===== src/smg_pkg.sv =====
`timescale 1ns / 1ps
package smg_pkg;

   localparam int MAX_B   = 32;
   localparam int COORD_W = 16;
   localparam int HGT_W   = 16;
   localparam int IDX_W   = $clog2(MAX_B);
   localparam int CNT_W   = $clog2(MAX_B + 1);
   localparam int PA_W    = IDX_W + 1;
   localparam int PT_W    = IDX_W + 2;
   localparam int PTS     = 2 * MAX_B;
   localparam int STK_D   = IDX_W;
   localparam int STK_AW  = $clog2(STK_D);
   localparam int SP_W    = $clog2(STK_D + 1);
   localparam int BLD_W   = 2 * COORD_W + HGT_W;
   localparam int PNT_W   = COORD_W + HGT_W;

   typedef enum logic [1:0] {
      PH_LEFT,
      PH_RIGHT,
      PH_MERGE
   } phase_type;

   typedef enum logic [2:0] {
      CMD_NOP,
      CMD_STORE,
      CMD_LEAF0,
      CMD_LEAF1,
      CMD_CLEAR,
      CMD_MEXEC,
      CMD_OLOAD
   } op_type;

   typedef enum logic [3:0] {
      S_LOAD,
      S_EVAL,
      S_LRD,
      S_LW0,
      S_LW1,
      S_RET,
      S_MINIT,
      S_MRD,
      S_MEX,
      S_OINIT,
      S_ORD,
      S_OLOAD,
      S_OWAIT
   } state_type;

   typedef struct packed {
      logic [IDX_W-1:0] lo;
      logic [IDX_W-1:0] hi;
      phase_type        ph;
      logic [PT_W-1:0]  na;
   } frame_type;

   typedef struct packed {
      op_type           op;
      logic [IDX_W-1:0] st_addr;
      logic             rd_par;
      logic             wr_par;
      logic [PA_W-1:0]  base_a;
      logic [PA_W-1:0]  base_b;
      logic [PA_W-1:0]  base_w;
      logic [PT_W-1:0]  na;
      logic [PT_W-1:0]  nb;
   } cmd_type;

   typedef struct packed {
      logic            a_left;
      logic            b_left;
      logic [PT_W-1:0] k;
      logic            out_last;
   } status_type;

endpackage


===== src/smg_ctrl.sv =====
`timescale 1ns / 1ps
module smg_ctrl import smg_pkg::*; (
   input  logic       clock,
   input  logic       reset,
   input  logic       req_valid,
   input  logic       req_last,
   output logic       req_ready,
   output logic       rsp_valid,
   input  logic       rsp_ready,
   input  status_type st,
   output cmd_type    cmd
);
   state_type        state_ff, state_in;
   frame_type        top_ff, top_in;
   frame_type        stk_ff [STK_D];
   logic [PT_W-1:0]  nb_ff, nb_in;
   logic [SP_W-1:0]  sp_ff, sp_in;
   logic [CNT_W-1:0] count_ff, count_in;
   logic             push;
   logic [IDX_W:0]   sum;
   logic [IDX_W-1:0] mid, mid1;
   logic             room;
   frame_type        parent;

   assign sum    = {1'b0, top_ff.lo} + {1'b0, top_ff.hi};
   assign mid    = sum[IDX_W:1];
   assign mid1   = mid + 1'b1;
   assign room   = count_ff < CNT_W'(MAX_B);
   assign parent = stk_ff[STK_AW'(sp_ff - 1'b1)];

   // next state
   always_comb begin
      state_in = state_ff;
      unique case (state_ff)
         S_LOAD:  if (req_valid && req_last) state_in = S_EVAL;
         S_EVAL: begin
            if (top_ff.lo == top_ff.hi) begin
               state_in = S_LRD;
            end else if (top_ff.ph != PH_LEFT && top_ff.ph != PH_RIGHT) begin
               state_in = S_MINIT;
            end
         end
         S_LRD:   state_in = S_LW0;
         S_LW0:   state_in = S_LW1;
         S_LW1:   state_in = S_RET;
         S_RET:   state_in = (sp_ff == '0) ? S_OINIT : S_EVAL;
         S_MINIT: state_in = S_MRD;
         S_MRD:   state_in = S_MEX;
         S_MEX:   state_in = (st.a_left || st.b_left) ? S_MRD : S_RET;
         S_OINIT: state_in = S_ORD;
         S_ORD:   state_in = S_OLOAD;
         S_OLOAD: state_in = S_OWAIT;
         S_OWAIT: if (rsp_ready) state_in = st.out_last ? S_LOAD : S_ORD;
         default: state_in = S_LOAD;
      endcase
   end

   // outputs and commands
   always_comb begin
      req_ready   = 1'b0;
      rsp_valid   = 1'b0;
      cmd.op      = CMD_NOP;
      cmd.st_addr = top_ff.lo;
      cmd.rd_par  = ~sp_ff[0];
      cmd.wr_par  = sp_ff[0];
      cmd.base_a  = {top_ff.lo, 1'b0};
      cmd.base_b  = {mid1, 1'b0};
      cmd.base_w  = {top_ff.lo, 1'b0};
      cmd.na      = top_ff.na;
      cmd.nb      = nb_ff;
      unique case (state_ff)
         S_LOAD: begin
            req_ready   = 1'b1;
            cmd.st_addr = count_ff[IDX_W-1:0];
            if (req_valid && room) cmd.op = CMD_STORE;
         end
         S_LW0:   cmd.op = CMD_LEAF0;
         S_LW1:   cmd.op = CMD_LEAF1;
         S_MINIT: cmd.op = CMD_CLEAR;
         S_MEX:   if (st.a_left || st.b_left) cmd.op = CMD_MEXEC;
         S_OINIT, S_ORD, S_OLOAD, S_OWAIT: begin
            // final skyline sits in buffer 0 from point 0
            cmd.rd_par = 1'b0;
            cmd.base_a = '0;
            if (state_ff == S_OINIT) cmd.op = CMD_CLEAR;
            if (state_ff == S_OLOAD) cmd.op = CMD_OLOAD;
            rsp_valid = (state_ff == S_OWAIT);
         end
         default: begin
         end
      endcase
   end

   // traversal stack and building count
   always_comb begin
      top_in   = top_ff;
      nb_in    = nb_ff;
      sp_in    = sp_ff;
      count_in = count_ff;
      push     = 1'b0;
      unique case (state_ff)
         S_LOAD: begin
            if (req_valid) begin
               if (room) count_in = count_ff + 1'b1;
               if (req_last) begin
                  top_in.lo = '0;
                  top_in.hi = IDX_W'(count_in - 1'b1);
                  top_in.ph = PH_LEFT;
                  sp_in     = '0;
                  count_in  = '0;
               end
            end
         end
         S_EVAL: begin
            if (top_ff.lo != top_ff.hi) begin
               if (top_ff.ph == PH_LEFT) begin
                  push      = 1'b1;
                  sp_in     = sp_ff + 1'b1;
                  top_in.hi = mid;
                  top_in.ph = PH_LEFT;
               end else if (top_ff.ph == PH_RIGHT) begin
                  push      = 1'b1;
                  sp_in     = sp_ff + 1'b1;
                  top_in.lo = mid1;
                  top_in.ph = PH_LEFT;
               end
            end
         end
         S_RET: begin
            if (sp_ff == '0) begin
               top_in.na = st.k;
            end else begin
               sp_in  = sp_ff - 1'b1;
               top_in = parent;
               if (parent.ph == PH_LEFT) begin
                  top_in.na = st.k;
                  top_in.ph = PH_RIGHT;
               end else begin
                  top_in.ph = PH_MERGE;
                  nb_in     = st.k;
               end
            end
         end
         default: begin
         end
      endcase
   end

   always_ff @(posedge clock) begin
      if (reset) begin
         state_ff <= S_LOAD;
         sp_ff    <= '0;
         count_ff <= '0;
      end else begin
         state_ff <= state_in;
         sp_ff    <= sp_in;
         count_ff <= count_in;
      end
      top_ff <= top_in;
      nb_ff  <= nb_in;
      if (push) stk_ff[sp_ff[STK_AW-1:0]] <= top_ff;
   end
endmodule


===== config.mk =====
export PLATFORM = sky130hd
export DESIGN_NAME = smg_ctrl
export DESIGN_NICKNAME = d
export VERILOG_FILES = /design/src/smg_pkg.sv /design/src/smg_ctrl.sv
export SDC_FILE = /design/constraint.sdc
export NUM_CORES = 1
export LEC_CHECK = 0
export BUFFER_PORTS_ARGS = -buffer_cell sky130_fd_sc_hd__buf_2
export CELL_PAD_IN_SITES_DETAIL_PLACEMENT = 1
export CELL_PAD_IN_SITES_GLOBAL_PLACEMENT = 1
export CORE_AREA = 2 2 127 129
export DETAILED_ROUTE_END_ITERATION = 12
export DIE_AREA = 0 0 129 131
export GPL_TIMING_DRIVEN = 0
export HOLD_SLACK_MARGIN = 0.03
export PLACE_DENSITY = 0.77
export SLEW_MARGIN = 20
export SYNTH_ARGS = -nofsm -noshare
export SYNTH_HDL_FRONTEND = slang
export SYNTH_SLANG_ARGS = --single-unit

===== constraint.sdc =====
create_clock -name clock -period 3.9 [get_ports clock]
set_input_delay 0.39 -clock clock [delete_from_list [all_inputs] [get_ports clock]]
set_output_delay 0.39 -clock clock [all_outputs]
set_load 0.005 [all_outputs]

# After elaboration in Yosys (flattened, before gate mapping)
# Memories as Yosys holds them, arrays and structs flattened.
# Cells that the tools add are included.
[word_totals] regBits=39 ram_bits=95 mem_count=1 inputBits=15 output_inout_bits=44
[memory_table] memory="stk_ff" words=5 width=19 read_ports=1 rd_clocked_by_memory_dff=0 wr=1 line="smg_ctrl.sv:15" source="frame_type stk_ff [STK_D];"
[op_classes] n_eq_ne=27 reduce_logical=17 bitwise=3 mux=48 addsub=6 n_lt_le_gt_ge=1
[op_table] op="4-bit case mux with 13 select lines" count=1
[op_table] op="12-bit 2-to-1 mux" count=4
[op_table] op="12-bit case mux with 3 select lines" count=1
[op_table] op="6-bit 2-to-1 mux" count=5
[op_table] op="3-bit 2-to-1 mux" count=9
[op_table] op="4-bit 2-to-1 mux" count=6
[op_table] op="4-bit equality test, second input constant" count=5
[op_table] op="5-bit 2-to-1 mux" count=4
[op_table] op="2-bit != test, second input constant" count=9
[op_table] op="3-bit case mux with 6 select lines" count=1
[op_table] op="4-bit by 3-bit equality test with 1-bit output, second input constant" count=4
[op_table] op="7-bit 2-to-1 mux" count=2
[op_table] op="6-bit AND reduction" count=2
[op_table] op="1-bit 2-to-1 mux" count=10
[op_table] op="3-bit case mux with 3 select lines" count=1
[op_table] op="4-bit by 2-bit equality test with 1-bit output, second input constant" count=2
[op_table] op="2-bit 2-to-1 mux" count=4
[op_table] op="7-bit AND reduction" count=1
[op_table] op="5-bit by 5-bit adder with 6-bit output" count=1
[op_table] op="6-bit by 1-bit adder with 6-bit output, second input constant" count=1
[op_table] op="6-bit less-than comparator, second input constant" count=1
[op_table] op="3-bit != test, second input constant" count=2
[op_table] op="3-bit AND reduction" count=2
[op_table] op="5-bit by 1-bit adder with 5-bit output, second input constant" count=1
[op_table] op="other kinds (18)" count=23

# Depth between registers and ports, before layout
[depth] depth_word=8 ltp_mapped=9 depth_no_buf=8

# Worst setup path after synthesis
# OpenSTA, ideal clock, no wires.
[synth_path] path_type="flip-flop to flip-flop" startpoint="register top_ff, in the netlist cmd[16]" endpoint="memory stk_ff[4][0] (netlist bit) (enable)" path_stages_with_launch=5 path_buffers=0 t_arrival_ns=3.174 required_time_ns=3.450 setup_ns=0.450 path_slack_ns=0.275 cell_sequence="edfxtp_1 ha_1 or4_4 o211ai_1 nor4b_1"
[synth_between] elab_chain_cells=5
[synth_lines] element="start, declared" line="smg_ctrl.sv:14" source="frame_type top_ff, top_in;"
[synth_lines] element="start signal, assigned" line="smg_ctrl.sv:159" source="top_ff <= top_in;"
[synth_lines] element="5-bit != test" line="smg_ctrl.sv:115" source="if (top_ff.lo != top_ff.hi) begin"
[synth_lines] element="1-bit 2-to-1 mux" line="smg_ctrl.sv:115"
[synth_lines] element="1-bit 2-to-1 mux" line="smg_ctrl.sv:101" source="unique case (state_ff)"
[synth_lines] element="1-bit 2-to-1 mux" line="smg_ctrl.sv:161" source="if (push) stk_ff[sp_ff[STK_AW-1:0]] <= top_ff;"
[synth_lines] element="1-bit 2-to-1 mux (implied by the code)" line="smg_ctrl.sv:161"
[synth_lines] element="end, declared" line="smg_ctrl.sv:15"
# No other way between the ends.

==> run metrics <==
Residual DRC=0; Worst-Skew Late Latency=420 ps; Port Buf Inserts=54; Setup violations, final=0; Cell Area, Synth=just over 6000 um2; GRT Overall Usage=18.2%; setup tns final=0 ps; status=finished, final reports clean; final total power=4.32 mW; reg2reg path depth=8; Vias=3,744; Yosys top cell area share=between 50% and 60%; Flop pwr share=slightly above 40%; Clock Skews=8.13 ps; final-report hold violation count=0; Hold Buf Count CTS=0; Max Cap Violations=0; DP Area=between 6000 and 7000 um2; Worst setup EP type=primary output; IO Pins=59; Die ar.=16,900 um2; top post-synthesis cells by area=edfxtp_1 (60%), mux4_2 (6.3%), dfxtp_1 (4.3%); Root Buffer=clkbuf_16; Hold/Removal Path Class=in2reg; Core Util, Final=47.2%; multi-input logic area=1960 um2; Reg clk slew, reported paths=60 ps; CTS resizes=0; Psw=1.21 mW; CTS Buf Count=17; CP startpoint kind=flip-flop; H-tree depth=4; Vias/cell=5.12; Die Ht=131 um; Setup Buffers After CTS=0; Slew @ Worst Pin=869 ps; Switching Share=27.9%; HPWL Detailed=10.3 mm; FFs w/ async S/R, synth=0%; crit path time final=3430 ps; Routed WL=14.4 mm; Avg WL per Cell=19.7 um; WP data required=3510 ps; largest net degree at the start of global routing=17; Max Freq=291 MHz; Crit Path Max Fanout=9; vias in the first global route=just over 4,000; most common cell in the netlist=edfxtp_1; design area=7360 um2; layout cells sized above 1=31.9%; FF+latch area=3890 um2; gpl congestion=0.913; Syn Inst Count=415; 1st-iter DRT viols=~220; FILL cells=1,586; maximum root-to-sink buffer count=2; # clock sinks=134; Yosys cell types=59; core footprint=between 15,000 and 20,000 um2; CTS tree=built; Initial Utilization=~39%; Die Wd=129 um; Yosys reg bits=about 130; worst vdd ir=about 320 uV; pre-CTS WS=792 ps; register area share after synthesis=between 60% and 70%; Lkg Pwr=around 2.6 nW; Post-synth EDFFs=between 100 and 150; pwr dens=587 nW/um2; final worst setup slack=465 ps; leading area contributor after synthesis=edfxtp_1; syn_area_per_cell=14.7 um2; period utilization=88.1%; Synth Flop Type=edfxtp_1; nets=528; initial antenna violation count=1; CP arrival=roughly 3000 ps; max-slew violations=0; Crit Path Class=reg2out; total number of yosys warnings=0; ANT nets after route=0; most frequent cells after synthesis=edfxtp_1 (121), a21oi_1 (31), nor2_1 (24), mux2i_1 (19), buf_4 (18); RSZ-0062 raised after global routing=false; Area Overhead vs Synth=20.9%; reg2reg setup slack=760 ps; Slew headroom=41.9%; Clk pwr share=39.5%; # rows=46; hold path depth=1; internal power=3.12 mW; drt pass-1 iters=4; Comb power frac=19.6%; first-pass GRT wire length=22.6 mm; GRT overflow=0
## cell type report
type                       count  area share, %
timing repair buffer          65           4.69
buffer                        38           3.14
clock buffer                  18           5.83
tap                          216           3.67
multi-input combinational    236           26.6
antenna                        1         0.0340
inverter                       9          0.459
sequential                   134           52.9
clock inverter                14           2.67
## layer usage
metal	track usage (%)	part of all wire [%]
met5	0	0
met4	6.71	1.7
met3	4.52	4.0
met2	32.4	51
met1	21.5	43
## power by group through the flow
| stage | clock network [mW] | logic (mW) | registers (mW) |
|---|---|---|---|
| finish | 1.71 | 0.848 | 1.76 |
| global placement | 0 | 0.806 | 1.78 |
| detailed placement | 0 | 0.848 | 1.80 |
| global route | 1.78 | 0.934 | 1.78 |
| CTS | 1.73 | 0.855 | 1.77 |
| floorplan | 0 | 0.559 | 1.76 |
## cells by family (layout without fill, tap and decap cells)
group,Yosys count,after routing,share of synthesized area (%)
xor gates and xnor gates,13,13,1.99
and+or+nand+nor,90,90,8.18
other,1,4,0.0616
buffers and inverters,47,144,4.36
muxes,42,42,10.5
AOI/OAI and AO/OA,76,76,8.31
adders and majority gates,12,12,2.59
DFF,134,134,64.0
## sequential cells by signal (all words and copies together), names as in the netlist
name,flops
stk_ff,95
cmd,12
nb_ff,7
top_ff,7
count_ff,6
state_ff,4
sp_ff,3
## stage by stage
stage,hold slack (ps),instances
detailed placement,553,698
CTS,141,730
global placement,545,687
floorplan,462,417
finish,160,731
global route,152,730
## critical path, cell delays in order, from the launching register on
cell and delay (ps):
edfxtp_1 550, ha_1 310, fa_1 400, xor2_1 350, ha_1 260, o21ai_0 100
nor4_1 270, xnor2_1 210, buf_2 160
## worst paths after layout
path	from	end
worst max-delay path	cmd[15]	cmd[25]
worst min-delay path	st[1]	nb_ff[0]
worst max register to register	sp_ff[0]	cmd[15]
worst min register to register	count_ff[4]	count_ff[4]
## cell usage in the layout (no fill, tap or decap), types with 5 or more instances in the layout
| master | n |
|---|---|
| xor2_1 | 6 |
| xnor2_1 | 6 |
| mux2_2 | 6 |
| clkbuf_1 | 8 |
| and2_1 | 7 |
| mux2i_1 | 19 |
| clkbuf_16 | 17 |
| or3_1 | 5 |
| ha_1 | 11 |
| o21ai_0 | 12 |
| dfxtp_1 | 13 |
| nand3_1 | 5 |
| nand2_1 | 16 |
| edfxtp_1 | 121 |
| mux4_2 | 17 |
| a21oi_1 | 31 |
| buf_4 | 21 |
| nor2_1 | 22 |
| buf_2 | 71 |
| inv_1 | 9 |
| nor3_1 | 8 |
Note: power is estimated with default switching activity, not from simulation.
